<file path="src/rtl/assert_macros.svh">
// Assertion macros shared by the RTL.
`ifndef ASSERT_MACROS_SVH
`define ASSERT_MACROS_SVH

// Same-cycle implication, disabled during reset.
`define ASSERT_SAME(label, clk, rst, ante, cons) \
  label: assert property (@(posedge clk) disable iff (rst) (ante) |-> (cons)) \
    else $error("same-cycle check failed");

// Next-cycle implication, disabled during reset.
`define ASSERT_NEXT(label, clk, rst, ante, cons) \
  label: assert property (@(posedge clk) disable iff (rst) (ante) |=> (cons)) \
    else $error("next-cycle check failed");

`endif

</file>
<file path="src/rtl/wfmh_pkg.sv">
// Types, constants and helpers for the filtered MurmurHash2 block.
package wfmh_pkg;

  localparam logic [31:0] MIX_MUL  = 32'd1540483477;
  localparam int          SHIFT_KEY  = 24;
  localparam int          SHIFT_TAIL = 13;
  localparam int          SHIFT_FIN  = 15;

  localparam logic [7:0] CHAR_TAB   = 8'd9;
  localparam logic [7:0] CHAR_LF    = 8'd10;
  localparam logic [7:0] CHAR_CR    = 8'd13;
  localparam logic [7:0] CHAR_SPACE = 8'd32;

  localparam logic KIND_COUNT = 1'b0;
  localparam logic KIND_HASH  = 1'b1;

  // Datapath step selected by the controller for the shared multiplier.
  typedef enum logic [2:0] {
    STEP_NONE = 3'd0,
    STEP_WORD = 3'd1,
    STEP_KEY  = 3'd2,
    STEP_ACC  = 3'd3,
    STEP_TAIL = 3'd4,
    STEP_AVAL = 3'd5
  } step_t;

  typedef struct packed {
    logic  accept;
    step_t step;
    logic  load_out;
    logic  out_kind;
  } ctrl_cmd_t;

  typedef struct packed {
    logic is_hash;
    logic is_last;
    logic word_done;
  } dp_status_t;

  function automatic logic is_blank(input logic [7:0] b);
    is_blank = (b == CHAR_TAB) || (b == CHAR_LF) || (b == CHAR_CR) || (b == CHAR_SPACE);
  endfunction

endpackage

</file>
<file path="src/rtl/whitespace_filtered_murmur2_hash.sv">
// Top level of the whitespace-filtered MurmurHash2 block.
//
// Input stream: one byte per request. s_tdata carries the byte, s_tuser[0]
// the pass (0 count, 1 hash), s_tuser[1] whether the byte is present, and
// s_tlast closes the pass. The host sends the data once as a count pass and
// again as a hash pass; the seed is 1 xor the count of non-blank bytes.
// Output stream: one request per s_tlast item. m_tuser is 0 for a count
// result and 1 for a hash result; m_tdata holds the count and the hash.
// Throughput: one byte per cycle while idle; a byte that completes a 32-bit
// word holds off input while the single 32x32 multiplier mixes the word in
// three steps. A closing hash item also runs the tail and avalanche steps;
// any closing item ends in a done state that loads the result into the output
// register once it is free, and input is held off until then.
// While the output register holds a result the receiver has not taken, input
// bytes are still accepted; only the next result waits for it to drain.
// Reset clears the count, the running hash and the word buffer; a hash result
// also returns all of them to zero.
module whitespace_filtered_murmur2_hash import wfmh_pkg::*; (
  input  logic        clk,
  input  logic        rst,
  input  logic        s_tvalid,
  output logic        s_tready,
  input  logic [7:0]  s_tdata,   // data_byte
  input  logic [1:0]  s_tuser,   // command, has_byte
  input  logic        s_tlast,
  output logic        m_tvalid,
  input  logic        m_tready,
  output logic [63:0] m_tdata,   // kept_count, hash_value
  output logic        m_tuser    // result_kind
);

  `include "assert_macros.svh"

  ctrl_cmd_t  cmd;
  dp_status_t status;

  wfmh_ctrl u_ctrl (
    .clk      (clk),
    .rst      (rst),
    .s_tvalid (s_tvalid),
    .m_tready (m_tready),
    .status   (status),
    .s_tready (s_tready),
    .m_tvalid (m_tvalid),
    .cmd      (cmd)
  );

  wfmh_datapath u_datapath (
    .clk     (clk),
    .rst     (rst),
    .cmd     (cmd),
    .s_tdata (s_tdata),
    .s_tuser (s_tuser),
    .s_tlast (s_tlast),
    .status  (status),
    .m_tdata (m_tdata),
    .m_tuser (m_tuser)
  );

  // a pending result is never overwritten
  `ASSERT_SAME(a_no_overwrite, clk, rst, cmd.load_out, (!m_tvalid || m_tready))
  // a completed word starts the mixing sequence next cycle
  `ASSERT_NEXT(a_word_mix, clk, rst, (cmd.accept && status.word_done), (cmd.step == STEP_WORD))
  // non-closing requests never raise a result
  `ASSERT_NEXT(a_no_spurious, clk, rst, (s_tvalid && s_tready && !s_tlast && !m_tvalid),
               !m_tvalid)
  // a closing count request holds off input until its result is posted
  `ASSERT_NEXT(a_count_busy, clk, rst, (s_tvalid && s_tready && s_tlast && !s_tuser[0]),
               !s_tready)

endmodule

</file>
<file path="src/rtl/wfmh_datapath.sv">
// Datapath: byte packing, counter, hash accumulator, shared multiplier, output register.
module wfmh_datapath import wfmh_pkg::*; (
  input  logic              clk,
  input  logic              rst,
  input  ctrl_cmd_t         cmd,
  input  logic [7:0]        s_tdata,
  input  logic [1:0]        s_tuser,
  input  logic              s_tlast,
  output dp_status_t        status,
  output logic [63:0]       m_tdata,
  output logic              m_tuser
);

  logic [31:0] count;
  logic [31:0] acc;
  logic [31:0] pw;
  logic [1:0]  slot;
  logic        started;
  logic [31:0] r;

  logic        item_hash;
  logic        kept;
  logic [31:0] mul_a;
  logic [31:0] product;
  logic [31:0] fin_hash;

  assign item_hash = s_tuser[0];
  assign kept      = s_tuser[1] && !is_blank(s_tdata);

  assign status.is_hash   = item_hash;
  assign status.is_last   = s_tlast;
  assign status.word_done = item_hash && kept && (slot == 2'd3);

  always_comb begin
    case (cmd.step)
      STEP_WORD: mul_a = pw;
      STEP_KEY:  mul_a = r ^ (r >> SHIFT_KEY);
      STEP_ACC:  mul_a = acc;
      STEP_TAIL: mul_a = acc ^ pw;
      STEP_AVAL: mul_a = r ^ (r >> SHIFT_TAIL);
      default:   mul_a = pw;
    endcase
  end

  assign product  = mul_a * MIX_MUL;
  assign fin_hash = r ^ (r >> SHIFT_FIN);

  always_ff @(posedge clk) begin
    if (rst) begin
      count   <= '0;
      acc     <= '0;
      pw      <= '0;
      slot    <= '0;
      started <= 1'b0;
    end else begin
      if (cmd.accept) begin
        if (!item_hash) begin
          if (kept) count <= count + 32'd1;
        end else begin
          // seed fixed by the first request of the hash pass
          if (!started) begin
            acc     <= 32'd1 ^ count;
            started <= 1'b1;
          end
          if (kept) begin
            pw   <= pw | ({24'd0, s_tdata} << {slot, 3'd0});
            slot <= slot + 2'd1;
          end
        end
      end
      if (cmd.step == STEP_ACC) begin
        acc <= product ^ r;
        pw  <= '0;
      end
      if (cmd.load_out && (cmd.out_kind == KIND_HASH)) begin
        count   <= '0;
        acc     <= '0;
        pw      <= '0;
        slot    <= '0;
        started <= 1'b0;
      end
    end
  end

  always_ff @(posedge clk) begin
    case (cmd.step)
      STEP_WORD, STEP_KEY, STEP_AVAL: r <= product;
      STEP_TAIL: r <= (slot != 2'd0) ? product : acc;
      default: ;
    endcase
  end

  always_ff @(posedge clk) begin
    if (cmd.load_out) begin
      m_tdata <= {(cmd.out_kind == KIND_HASH) ? fin_hash : 32'd0, count};
      m_tuser <= cmd.out_kind;
    end
  end

endmodule

</file>
<file path="src/rtl/wfmh_ctrl.sv">
// Controller: sequences word mixing, finalisation and the output handshake.
module wfmh_ctrl import wfmh_pkg::*; (
  input  logic       clk,
  input  logic       rst,
  input  logic       s_tvalid,
  input  logic       m_tready,
  input  dp_status_t status,
  output logic       s_tready,
  output logic       m_tvalid,
  output ctrl_cmd_t  cmd
);

  typedef enum logic [6:0] {
    ST_IDLE     = 7'b0000001,
    ST_MIX_WORD = 7'b0000010,
    ST_MIX_KEY  = 7'b0000100,
    ST_MIX_ACC  = 7'b0001000,
    ST_FIN_TAIL = 7'b0010000,
    ST_FIN_AVAL = 7'b0100000,
    ST_DONE     = 7'b1000000
  } state_t;

  state_t state, state_next;
  logic   fin_pend;
  logic   result_kind;
  logic   accept;
  logic   out_free;

  assign s_tready = (state == ST_IDLE);
  assign accept   = s_tvalid && s_tready;
  assign out_free = !m_tvalid || m_tready;

  always_comb begin
    state_next   = state;
    cmd.accept   = accept;
    cmd.step     = STEP_NONE;
    cmd.load_out = 1'b0;
    cmd.out_kind = result_kind;
    case (state)
      ST_IDLE: begin
        if (accept) begin
          if (status.word_done)                     state_next = ST_MIX_WORD;
          else if (status.is_last && status.is_hash) state_next = ST_FIN_TAIL;
          else if (status.is_last)                  state_next = ST_DONE;
        end
      end
      ST_MIX_WORD: begin
        cmd.step   = STEP_WORD;
        state_next = ST_MIX_KEY;
      end
      ST_MIX_KEY: begin
        cmd.step   = STEP_KEY;
        state_next = ST_MIX_ACC;
      end
      ST_MIX_ACC: begin
        cmd.step   = STEP_ACC;
        state_next = fin_pend ? ST_FIN_TAIL : ST_IDLE;
      end
      ST_FIN_TAIL: begin
        cmd.step   = STEP_TAIL;
        state_next = ST_FIN_AVAL;
      end
      ST_FIN_AVAL: begin
        cmd.step   = STEP_AVAL;
        state_next = ST_DONE;
      end
      ST_DONE: begin
        cmd.load_out = out_free;
        if (out_free) state_next = ST_IDLE;
      end
      default: state_next = ST_IDLE;
    endcase
  end

  always_ff @(posedge clk) begin
    if (rst) begin
      state       <= ST_IDLE;
      fin_pend    <= 1'b0;
      result_kind <= KIND_COUNT;
      m_tvalid    <= 1'b0;
    end else begin
      state <= state_next;
      if (accept) begin
        fin_pend    <= status.is_last;
        result_kind <= status.is_hash ? KIND_HASH : KIND_COUNT;
      end
      if (cmd.load_out)  m_tvalid <= 1'b1;
      else if (m_tready) m_tvalid <= 1'b0;
    end
  end

endmodule

</file>
<file path="config.mk">
export PLATFORM = sky130hd
export DESIGN_NAME = whitespace_filtered_murmur2_hash
export DESIGN_NICKNAME = d
export VERILOG_FILES = /design/src/rtl/wfmh_pkg.sv /design/src/rtl/whitespace_filtered_murmur2_hash.sv /design/src/rtl/wfmh_datapath.sv /design/src/rtl/wfmh_ctrl.sv
export VERILOG_INCLUDE_DIRS = /design/src /design/src/rtl
export SDC_FILE = /design/constraint.sdc
export NUM_CORES = 1
export LEC_CHECK = 0
export ABC_AREA = 1
export ABC_CLOCK_PERIOD_IN_PS = 8300
export BUFFER_PORTS_ARGS = -buffer_cell sky130_fd_sc_hd__buf_2
export CAP_MARGIN = 5
export CORE_MARGIN = 8
export CORE_UTILIZATION = 50
export DETAILED_ROUTE_END_ITERATION = 12
export PLACE_DENSITY = 0.69
export SLEW_MARGIN = 20
export SYNTH_ARGS = -nofsm -noshare
export SYNTH_HDL_FRONTEND = slang
export SYNTH_SLANG_ARGS = --single-unit
</file>
<file path="constraint.sdc">
create_clock -name clk -period 8.3 [get_ports clk]
set_input_delay 0.83 -clock clk [delete_from_list [all_inputs] [get_ports clk]]
set_output_delay 0.83 -clock clk [all_outputs]
set_load 0.1 [all_outputs]
</file>
==> results of run 1 <==
cell families (layout without fill, tap and decap cells):
group,after synthesis,in the layout,synth area share [%]
AND/OR/NAND/NOR,668,668,15.0
buffers and inverters,648,891,12.5
adder cells (fa/ha/maj),397,397,32.1
AO/OA/AOI/OAI,390,390,11.0
flip-flops,206,206,26.0
XOR/XNOR,74,74,3.34
multiplexers,1,1,0.0510
critical path: cells and delay by family (launching register included):
kind | cells | cell delay [ns]
buffers and inverters | 12 | 1.08
AND/OR/NAND/NOR | 11 | 1.36
flip-flops | 1 | 0.35
adder cells (fa/ha/maj) | 10 | 4.66
AO/OA/AOI/OAI | 3 | 0.32
Yosys cell counts, drive strengths merged, types with 41 or more instances:
master / count / area [sq um]
inv: 587 / 2210
nand2: 365 / 1440
ha: 219 / 2740
fa: 178 / 3560
o21ai: 160 / 801
a21oi: 152 / 764
nor2: 147 / 596
dfxtp: 109 / 2180
edfxtp: 97 / 2910
nand3: 81 / 438
clkbuf: 43 / 161
xor2: 41 / 359
how the worst max path moves through the flow:
| stage | cells past startpoint | slack (ns) | end | from |
|---|---|---|---|---|
| 3_5_place_dp | 40 | -0.32 | u_datapath.r[30] | u_ctrl.state[2] |
| 5_1_grt | 40 | -0.13 | u_datapath.acc[30] | u_ctrl.state[0] |
| 3_3_place_gp | 43 | -0.11 | u_datapath.acc[30] | u_ctrl.state[2] |
| 6_report | 36 | 0.21 | u_datapath.r[31] | u_ctrl.state[0] |
| 2_1_floorplan | 41 | 0.04 | u_datapath.acc[30] | u_ctrl.state[6] |
| 4_1_cts | 43 | 0.006 | u_datapath.acc[29] | u_ctrl.state[2] |
per-stage QoR:
stage | hold WS [ns] | worst slack (ns) | TNS (ns)
2_1_floorplan | 0.406 | 0.0420 | 0
5_1_grt | 0.447 | -0.131 | -0.546
3_5_place_dp | 0.416 | -0.321 | -2.03
6_report | 0.436 | 0.209 | 0
3_3_place_gp | 0.415 | -0.109 | -0.347
4_1_cts | 0.441 | 0.00582 | 0
cell usage in the layout, fill, tap and decap left out, drive strengths merged, types with 5 or more instances in the layout:
cell type  count
fa           178
bufinv         5
clkbuf        25
a211oi        15
nand3         81
nand3b         7
a21oi        152
a31oi         12
a22oi         10
o221ai        10
nor4          10
edfxtp        97
nor2         147
buf          257
nor3          27
o21ai        160
xor2          41
ha           219
xnor2         33
nand2        365
o22ai          6
dfxtp        109
or2           14
inv          591
clkinv        10
nand4         13
o21a           5
where the power goes:
group | internal, mW | switching (mW) | leakage, nW
clock | 0.668 | 0.438 | 0.388
sequential | 1.09 | 0.0143 | 1.77
combinational | 0.387 | 0.626 | 9.31
total | 2.15 | 1.08 | 11.5
per-layer routing:
metal  GRT usage [%]  routed length [um]  up-vias
met1            33.4               25900     8182
met3            3.54                4030      158
li1                -                   -     7985
met5               0                   0        -
met4            11.5                3150        0
met2            42.6               28200      600
state kept, by name, summed over array words and instances (netlist names):
signal	count
u_datapath.started	1
u_datapath.r	32
u_datapath.pw	32
u_datapath.acc	32
u_ctrl.result_kind	1
u_datapath.m_tdata	64
u_ctrl.m_tvalid	1
u_datapath.m_tuser	1
u_datapath.count	32
u_ctrl.state	7
u_ctrl.fin_pend	1
u_datapath.slot	2
what timing repair did:
| item | in CTS | in global routing |
|---|---|---|
| hold endpoints to repair | 0 | 0 |
| buffers inserted | 0 | 28 |
| endpoints found under the setup margin | 15 | 28 |
| cloned | 0 | 3 |
| resized for setup | 11 | 141 |
| pin swaps | 0 | 49 |
area by class of cell:
cell class / instances / area [sq um] / area share, %
inverter: 592 / 2240 / 9.57
multi-input combinational: 1530 / 12600 / 54.1
timing repair inverter: 1 / 6.26 / 0.0268
tap: 518 / 648 / 2.77
clock buffer: 24 / 579 / 2.48
clock inverter: 16 / 235 / 1.01
timing repair buffer: 258 / 1920 / 8.20
sequential: 206 / 5100 / 21.8
==> summary.txt, run 1 <==
Run status
  • Run status: finished clean

Timing
  • Max-slew violation count: 0
  • Unrepaired setup endpoints after global routing: yes
  • Relative slew margins: about a fifth
  • Final min period: 8.09 ns
  • Worst clock skew on the final layout: 0.0199 ns
  • Crit share post-route: approximately 97%
  • Final Setup Violations: 0
  • Hold violation total from the final report: 0
  • Tightest Pin Transition: 1.19 ns
  • Max Clock Freq: 124 MHz

Setup path
  • Worst-path maximum fanout: 9
  • Endpoint of the worst-slack reg-to-reg timing path: u_datapath.r[31]
  • Worst flop-to-flop path startpoint: u_ctrl.state[0]
  • Nature of the critical path startpoint: flip-flop
  • Endpoint required time on the critical path: 8.56 ns
  • CP Data Arrival Time: 8.35 ns
  • R2r setup slk: 0.21 ns
  • Depth of the worst register-to-register path: 36
  • Critical path endpoint category: flip-flop
  • Critical-path top delay cell: sky130_fd_sc_hd__fa_1
  • Worst Path Class, Setup: reg2reg
  • Worst stage delay on the critical path: 0.59 ns

Synth
  • Async set or reset register ratio after synthesis: 0%
  • Sequential cell area fraction in the yosys report: 26.0%
  • Post-synth cell types: 55
  • Predominant post-synthesis flop cell: sky130_fd_sc_hd__dfxtp_1
  • Count of flip-flops with a built-in enable after synthesis: 97
  • Mapped Area: 19600 sq um
  • Ys Warns: 0
  • Count of mapped cells out of synthesis: roughly 2400
  • Synthesized area per cell: 8.23 sq um
  • #FFs+latches synth: slightly above 200
  • Syn_nets: 2796

Detailed routing
  • Pre-antenna DRT Iters: 7
  • Per-cell routed wire length: a little under 20 um
  • Total number of vias: 16900
  • Post-detailed-routing wire length: 61300 um
  • DRC violations left: 0
  • Number of nets still failing antenna checks after routing: 0
  • Average vias per placed instance: 5.38
  • DRC violation total after the first TritonRoute iteration: 1387

Final layout
  • P&R area growth vs syn: 19.1%
  • Fraction of the core area covered by cells at the end of the flow: 60.3%
  • Post-route cell area: around 23000 sq um
  • Layout cells sized above 1: between 10% and 20%
  • # diodes: 0
  • Layout filler cell count: 3453
  • Count of non-filler cells in the finished layout: 3145
  • Number of nets in the final layout: 3023

Clocking
  • Num CTS Buffers: 22
  • Worst skew pair latency: 0.53 ns
  • Number of clock sinks: 206
  • H-tree depth: 1
  • Maximum buffer depth of the clock tree: 3
  • TritonCTS clock tree: yes
  • Clock-pin slew on the worst setup and hold paths: roughly 0.07 ns
  • Root buffer cell: sky130_fd_sc_hd__clkbuf_16
  • Post-CTS Hold Fix Bufs: 0

Worst hold path
  • Hold-critical path depth: 0
  • Worst min-delay path startpoint: u_datapath.count[30]
  • End of the worst hold path: u_datapath.m_tdata[30]
  • Hold crit path type: reg2reg

Floorplan
  • Die Y: 214 um
  • Starting Density: about half
  • Floorplan core area: 38700 sq um
  • Die ar.: 45800 sq um
  • Number of top-level pins: 82
  • Die extent in x: 214 um
  • Num rows: 72

GRT
  • Largest net degree at the start of global routing: 67
  • Initial antenna violation count: 0
  • Remaining global-route overflow: 0
  • Wire length of the first global-routing pass: 93800 um
  • Number of global-route vias before repair: 16900
  • GR Util All Layers: 25.8%

Pwr
  • Leakage power figure: 11.5 nW
  • Worst supply voltage drop on vdd: between 0.1 and 0.15 mV
  • Power density over cell area: approximately 140 nW/um^2
  • Total power consumption of the routed design: roughly 3.2 mW

Placement
  • HPWL Detailed: 48900 um
  • Number of port buffers: 81
  • Final estimated routing congestion in global placement: 0.982
  • Instance count after placement with tap cells included: 3075
  • Cell Area, Placed: 21700 sq um

Job
  • Total of max-cap violations: 0
(Power assumes the default switching activity.)
==> run 2: changes to the inputs <==
--- a/config.mk
+++ b/config.mk
@@ -14,6 +14,7 @@
 export CORE_UTILIZATION = 50
 export DETAILED_ROUTE_END_ITERATION = 12
 export PLACE_DENSITY = 0.69
+export RECOVER_POWER = 50
 export SLEW_MARGIN = 20
 export SYNTH_ARGS = -nofsm -noshare
 export SYNTH_HDL_FRONTEND = slang
==> run 2 against run 1 <==
Sequential share of layout area is essentially flat. Combinational power is essentially flat. Worst hold slack is essentially flat. Fmax is essentially flat. Worst setup slack lost 0.0019 ns. Core utilization is essentially flat. Clock power is essentially flat. Clock skew is essentially flat. Global-route usage is the same. Clock-buffer cell count is the same. Routed wire length is essentially flat. Critical path type unchanged.
==> summary.txt, run 2 (synthesis gave the netlist of run 1 again) <==
Final layout
  • Max reg flops: 64 (unchanged)
  • Register with the highest flop count: u_datapath.m_tdata (unchanged)
  • Fraction of the core area covered by cells at the end of the flow: 60.3% (about the same)
  • Most common library cell in the layout ignoring fill and taps: sky130_fd_sc_hd__inv_1 (unchanged)
  • # diodes: 0 (unchanged)
  • P&R area growth vs syn: 19.0% (was 19.1%)
  • Layout cells sized above 1: 17.2% (was 17.4%)
  • Commonest cells after routing, fill and taps aside: sky130_fd_sc_hd__inv_1 (567), sky130_fd_sc_hd__nand2_1 (341), sky130_fd_sc_hd__ha_1 (206) (unchanged)
  • Number of nets in the final layout: 3023 (unchanged)

Setup path
  • Worst flop-to-flop path startpoint: u_ctrl.state[0] (unchanged)
  • Critical path endpoint category: flip-flop (unchanged)
  • Worst stage delay on the critical path: 0.59 ns (about the same)
  • Endpoint required time on the critical path: 8.56 ns (about the same)
  • R2r setup slk: 0.21 ns (about the same)
  • Worst Path Class, Setup: reg2reg (unchanged)
  • Endpoint of the worst-slack reg-to-reg timing path: u_datapath.r[31] (unchanged)
  • Critical-path top delay cell: sky130_fd_sc_hd__fa_1 (unchanged)
  • CP Data Arrival Time: 8.35 ns (about the same)
  • Worst-path maximum fanout: 9 (unchanged)
  • Depth of the worst register-to-register path: 36 (unchanged)
  • Nature of the critical path startpoint: flip-flop (unchanged)

Floorplan
  • Die extent in x: 214 um (unchanged)
  • Number of top-level pins: 82 (unchanged)
  • Die Y: 214 um (unchanged)
  • Num rows: 72 (unchanged)
  • Die ar.: 45800 sq um (unchanged)
  • Floorplan core area: 38700 sq um (unchanged)
  • Starting Density: 50.7% (unchanged)

GRT
  • Wire length of the first global-routing pass: 93800 um (unchanged)
  • Number of global-route vias before repair: 16900 (unchanged)
  • Largest net degree at the start of global routing: 67 (unchanged)
  • Initial antenna violation count: 0 (unchanged)
  • GR Util All Layers: 25.8% (unchanged)
  • Remaining global-route overflow: 0 (unchanged)

Pwr
  • Leakage power figure: 11.5 nW (about the same)
  • Power density over cell area: 138 nW/um^2 (about the same)
  • Worst supply voltage drop on vdd: 0.112 mV (about the same)
  • Total power consumption of the routed design: 3.23 mW (about the same)

Timing
  • Relative slew margins: 1.50% (was 20.8%)
  • Final Setup Violations: 0 (unchanged)
  • Worst clock skew on the final layout: 0.0198 ns (was 0.0199 ns)
  • Max Clock Freq: 124 MHz (about the same)
  • Hold violation total from the final report: 0 (unchanged)
  • Crit share post-route: 97.5% (about the same)
  • Final min period: 8.09 ns (about the same)
  • Tightest Pin Transition: 1.48 ns (was 1.19 ns)
  • Unrepaired setup endpoints after global routing: yes (unchanged)
  • Max-slew violation count: 0 (unchanged)

Detailed routing
  • Post-detailed-routing wire length: 61300 um (about the same)
  • Per-cell routed wire length: 19.5 um (about the same)
  • Pre-antenna DRT Iters: 6 (was 7)
  • DRC violations left: 0 (unchanged)
  • Number of nets still failing antenna checks after routing: 0 (unchanged)
  • Total number of vias: 16900 (about the same)
  • Average vias per placed instance: 5.39 (was 5.38)
  • DRC violation total after the first TritonRoute iteration: 1382 (was 1387)

Clocking
  • Root buffer cell: sky130_fd_sc_hd__clkbuf_16 (unchanged)
  • Maximum buffer depth of the clock tree: 3 (unchanged)
  • TritonCTS clock tree: yes (unchanged)
  • Post-CTS Hold Fix Bufs: 0 (unchanged)
  • H-tree depth: 1 (unchanged)
  • Num CTS Buffers: 22 (unchanged)
  • Worst skew pair latency: 0.53 ns (about the same)
  • Clock-pin slew on the worst setup and hold paths: 0.07 ns (about the same)
  • Number of clock sinks: 206 (unchanged)

Run status
  • Run status: finished clean (unchanged)

Worst hold path
  • Hold crit path type: reg2reg (unchanged)
  • Worst min-delay path startpoint: u_datapath.count[30] (unchanged)
  • Hold-critical path depth: 0 (unchanged)
  • End of the worst hold path: u_datapath.m_tdata[30] (unchanged)

Placement
  • Final estimated routing congestion in global placement: 0.982 (unchanged)
  • HPWL Detailed: 48900 um (unchanged)
  • Number of port buffers: 81 (unchanged)

Job
  • Total of max-cap violations: 0 (unchanged)
[run 2: layout make-up]
type                       instances  area, sq um
multi-input combinational       1530        12600
clock buffer                      24          579
timing repair buffer             258         1900
fill                            3461        15400
timing repair inverter             1         6.26
clock inverter                    16          235
sequential                       206         5100
tap                              518          648
inverter                         592         2240
[run 2: how the worst max path moves through the flow]
stage,slack (ns),startpoint,end
global placement,-0.11,u_ctrl.state[2],u_datapath.acc[30]
global route,-0.13,u_ctrl.state[0],u_datapath.acc[30]
finish,0.21,u_ctrl.state[0],u_datapath.r[31]
floorplan,0.04,u_ctrl.state[6],u_datapath.acc[30]
CTS,0.006,u_ctrl.state[2],u_datapath.acc[29]
detailed placement,-0.32,u_ctrl.state[2],u_datapath.r[30]
[run 2: metal layers]
| metal | track usage (%) | wire length [um] |
|---|---|---|
| met2 | 42.6 | 28200 |
| met1 | 33.4 | 25800 |
| met3 | 3.54 | 4170 |
| met4 | 11.5 | 3110 |
| met5 | 0 | 0 |
[run 2: worst max-delay path: cells and delay by family (launching register included)]
kind                       cells  cell delay, ns
adders and majority gates     10            4.66
and+or+nand+nor               11            1.36
buffers and inverters         12            1.08
DFF                            1            0.35
AOI/OAI and AO/OA              3            0.32
[run 2: timing repair]
| item | CTS | global route |
|---|---|---|
| gates cloned | 0 | 3 |
| setup buffers | 0 | 28 |
| endpoints found under the setup margin | 15 | 28 |
| pin swaps | 0 | 49 |
| resized for setup | 11 | 141 |
[run 2: through the flow]
stage	TNS (ns)	cells	hold WS [ns]	area [sq um]	setup WS [ns]
after floorplan	0	2384	0.406	19600	0.0420
after global placement	-0.347	3075	0.415	21700	-0.109
after detailed placement	-2.03	3075	0.416	21700	-0.321
after CTS	0	3115	0.441	22500	0.00582
after global routing	-0.546	3145	0.447	23300	-0.131
final	0	3145	0.437	23300	0.207
[run 2: power breakdown]
group | total [mW] | leakage, nW | switching, mW | internal [mW]
Sequential | 1.11 | 1.77 | 0.0143 | 1.09
Clock | 1.11 | 0.388 | 0.438 | 0.668
Combinational | 1.01 | 9.30 | 0.626 | 0.387
==> run 3: changes to the inputs <==
--- a/config.mk
+++ b/config.mk
@@ -13,7 +13,7 @@
 export CORE_MARGIN = 8
 export CORE_UTILIZATION = 50
 export DETAILED_ROUTE_END_ITERATION = 12
-export PLACE_DENSITY = 0.69
+export PLACE_DENSITY = 0.8
 export RECOVER_POWER = 50
 export SLEW_MARGIN = 20
 export SYNTH_ARGS = -nofsm -noshare
==> run 3 against run 2 <==
The flow now finishes with violations (capacitance limit, slew limit). Worst hold slack better by 0.00079 ns. Sequential cell count stayed put. Largest power group unchanged. Via count is 1.5% higher. Non-clock buffer count is 21 higher. Global-route usage is 0.27 points lower. Highest routed layer unchanged. First-iteration DRC count is 27% higher. Fmax is 0.42% lower. Clock-buffer cell count is 1 higher. Routed wire length is 0.54% higher. Cell area is 0.47% lower.
==> summary.txt, run 3 (synthesis gave the netlist of run 1 again) <==
Floorplan
  • Die ar.: 45800 sq um (unchanged)
  • Num rows: 72 (unchanged)
  • Starting Density: 50.7% (unchanged)
  • Die extent in x: 214 um (unchanged)
  • Die Y: 214 um (unchanged)
  • Floorplan core area: 38700 sq um (unchanged)
  • Number of top-level pins: 82 (unchanged)

Setup path
  • Worst-path maximum fanout: 7 (was 9)
  • CP Data Arrival Time: 8.57 ns (was 8.35 ns)
  • Critical-path top delay cell: sky130_fd_sc_hd__fa_1 (unchanged)
  • Endpoint required time on the critical path: 8.74 ns (was 8.56 ns)
  • Worst flop-to-flop path startpoint: u_ctrl.state[3] (was u_ctrl.state[0])
  • Number of gates on the worst path with buffers counted: 44 (was 36)
  • Origin of the worst setup path: u_ctrl.state[3] (was u_ctrl.state[0])
  • Worst stage delay on the critical path: 0.51 ns (was 0.59 ns)
  • Depth of the worst register-to-register path: 44 (was 36)
  • Worst Path Class, Setup: reg2reg (unchanged)
  • Critical path endpoint category: flip-flop (unchanged)
  • Nature of the critical path startpoint: flip-flop (unchanged)
  • Endpoint of the worst-slack reg-to-reg timing path: u_datapath.acc[29] (was u_datapath.r[31])
  • Worst setup path end: u_datapath.acc[29] (was u_datapath.r[31])
  • Critical path's top delay family: adder cells (unchanged)
  • Buf/Inv on CP: 11 (was 12)
  • R2r setup slk: 0.17 ns (was 0.21 ns)

GRT
  • Initial antenna violation count: 0 (unchanged)
  • Largest net degree at the start of global routing: 67 (unchanged)
  • Met2 GRT Util: 43.0% (was 42.6%)
  • Number of global-route vias before repair: 16900 (about the same)
  • GR Util All Layers: 25.5% (was 25.8%)
  • Global routing usage on met1: 32.5% (was 33.4%)
  • Remaining global-route overflow: 0 (unchanged)
  • Most heavily used metal layer in global routing: met2 (unchanged)
  • Global routing usage on met3: 2.91% (was 3.54%)
  • Wire length of the first global-routing pass: 93600 um (was 93800 um)

Detailed routing
  • Average vias per placed instance: 5.44 (was 5.39)
  • DRC violation total after the first TritonRoute iteration: 1756 (was 1382)
  • DRC violations left: 0 (unchanged)
  • Pre-antenna DRT Iters: 5 (was 6)
  • Per-cell routed wire length: 19.5 um (about the same)
  • Total number of vias: 17200 (was 16900)
  • Number of nets still failing antenna checks after routing: 0 (unchanged)
  • Post-detailed-routing wire length: 61700 um (was 61300 um)

Final layout
  • P&R area growth vs syn: 18.4% (was 19.0%)
  • Most common library cell in the layout ignoring fill and taps: sky130_fd_sc_hd__inv_1 (unchanged)
  • Commonest cells after routing, fill and taps aside: sky130_fd_sc_hd__inv_1 (569), sky130_fd_sc_hd__nand2_1 (339), sky130_fd_sc_hd__ha_1 (203) (was sky130_fd_sc_hd__inv_1 (567), sky130_fd_sc_hd__nand2_1 (341), sky130_fd_sc_hd__ha_1 (206))
  • Max reg flops: 64 (unchanged)
  • Fraction of the core area covered by cells at the end of the flow: 60.0% (was 60.3%)
  • # diodes: 0 (unchanged)
  • Register with the highest flop count: u_datapath.m_tdata (unchanged)
  • Layout cells sized above 1: 15.1% (was 17.2%)
  • Number of nets in the final layout: 3043 (was 3023)

Pwr
  • Total power consumption of the routed design: 3.09 mW (was 3.23 mW)
  • Worst supply voltage drop on vdd: 0.110 mV (was 0.112 mV)
  • Power density over cell area: 133 nW/um^2 (was 138 nW/um^2)
  • Leakage power figure: 11.3 nW (was 11.5 nW)

Job
  • Total of max-cap violations: 2 (was 0)

Run status
  • Violated checks: capacitance limit, slew limit
  • Run status: finished, violations left (was finished clean)

Timing
  • Crit share post-route: 97.9% (was 97.5%)
  • Final Setup Violations: 0 (unchanged)
  • Relative slew margins: -125% (was 1.50%)
  • Max-slew violation count: 97 (was 0)
  • Final critical-path setup slack: 0.173 ns (was 0.207 ns)
  • Worst clock skew on the final layout: 0.0157 ns (was 0.0198 ns)
  • Hold violation total from the final report: 0 (unchanged)
  • Tightest Pin Transition: 3.37 ns (was 1.48 ns)
  • Final min period: 8.13 ns (was 8.09 ns)
  • Final sum of negative setup slack: 0 ns (unchanged)
  • Max Clock Freq: 123 MHz (was 124 MHz)

Clocking
  • TritonCTS clock tree: yes (unchanged)
  • Maximum buffer depth of the clock tree: 3 (unchanged)
  • Clock-pin slew on the worst setup and hold paths: 0.07 ns (about the same)
  • Number of clock sinks: 206 (unchanged)
  • Num CTS Buffers: 21 (was 22)
  • H-tree depth: 1 (unchanged)
  • Root buffer cell: sky130_fd_sc_hd__clkbuf_16 (unchanged)
  • Worst skew pair latency: 0.52 ns (was 0.53 ns)
  • Post-CTS Hold Fix Bufs: 0 (unchanged)

Worst hold path
  • Hold crit path type: reg2reg (unchanged)
  • Worst min-delay path startpoint: u_datapath.count[30] (unchanged)

Placement
  • HPWL Detailed: 49000 um (was 48900 um)
  • Number of port buffers: 81 (unchanged)
  • Final estimated routing congestion in global placement: 1.04 (was 0.982)
  • Worst-case setup slack after placement: -0.142 ns (was -0.321 ns)
[run 3: report_power, final]
part / switching, mW / leakage [nW] / internal [mW]
Combinational: 0.648 / 9.21 / 0.408
Clock: 0.415 / 0.308 / 0.505
Sequential: 0.0137 / 1.77 / 1.09
Total: 1.08 / 11.3 / 2.01
[run 3: final cells by class]
| class | count | area (sq um) |
|---|---|---|
| well taps | 518 | 648 |
| flip-flops and latches | 206 | 5100 |
| multi-input cells | 1530 | 12600 |
| fillers | 3323 | 15500 |
| inverters | 592 | 2230 |
| repair inverters | 1 | 5.00 |
| clock buffers | 25 | 551 |
| repair buffers | 279 | 1990 |
| clock inverters | 12 | 87.6 |
[run 3: worst min path at each step]
stage,endpoint,slack (ns),depth (start not counted)
after floorplan,u_datapath.m_tuser,0.41,0
after global placement,u_datapath.m_tdata[30],0.42,0
after detailed placement,u_datapath.m_tdata[30],0.42,0
after CTS,u_datapath.m_tdata[30],0.44,0
after global routing,u_datapath.m_tdata[30],0.47,0
final,u_datapath.m_tdata[30],0.44,0
[run 3: per-stage QoR]
step	instances	cell area (sq um)	hold slack [ns]
after floorplan	2384	19600	0.406
after global placement	3099	21900	0.417
after detailed placement	3099	21900	0.420
after CTS	3136	22500	0.441
after global routing	3163	23200	0.469
final	3163	23200	0.438
[run 3: routing by layer]
| metal | routed length, um | vias to the layer above |
|---|---|---|
| li1 | - | 8030 |
| met1 | 24300 | 8174 |
| met2 | 28600 | 798 |
| met3 | 5190 | 195 |
| met4 | 3580 | 0 |
| met5 | 0 | - |
[run 3: what timing repair did]
action / CTS / global route
buffers inserted: 0 / 25
resized for setup: 3 / 121
pin swaps: 0 / 64
gates cloned: 0 / 2
setup endpoints to repair: 9 / 28
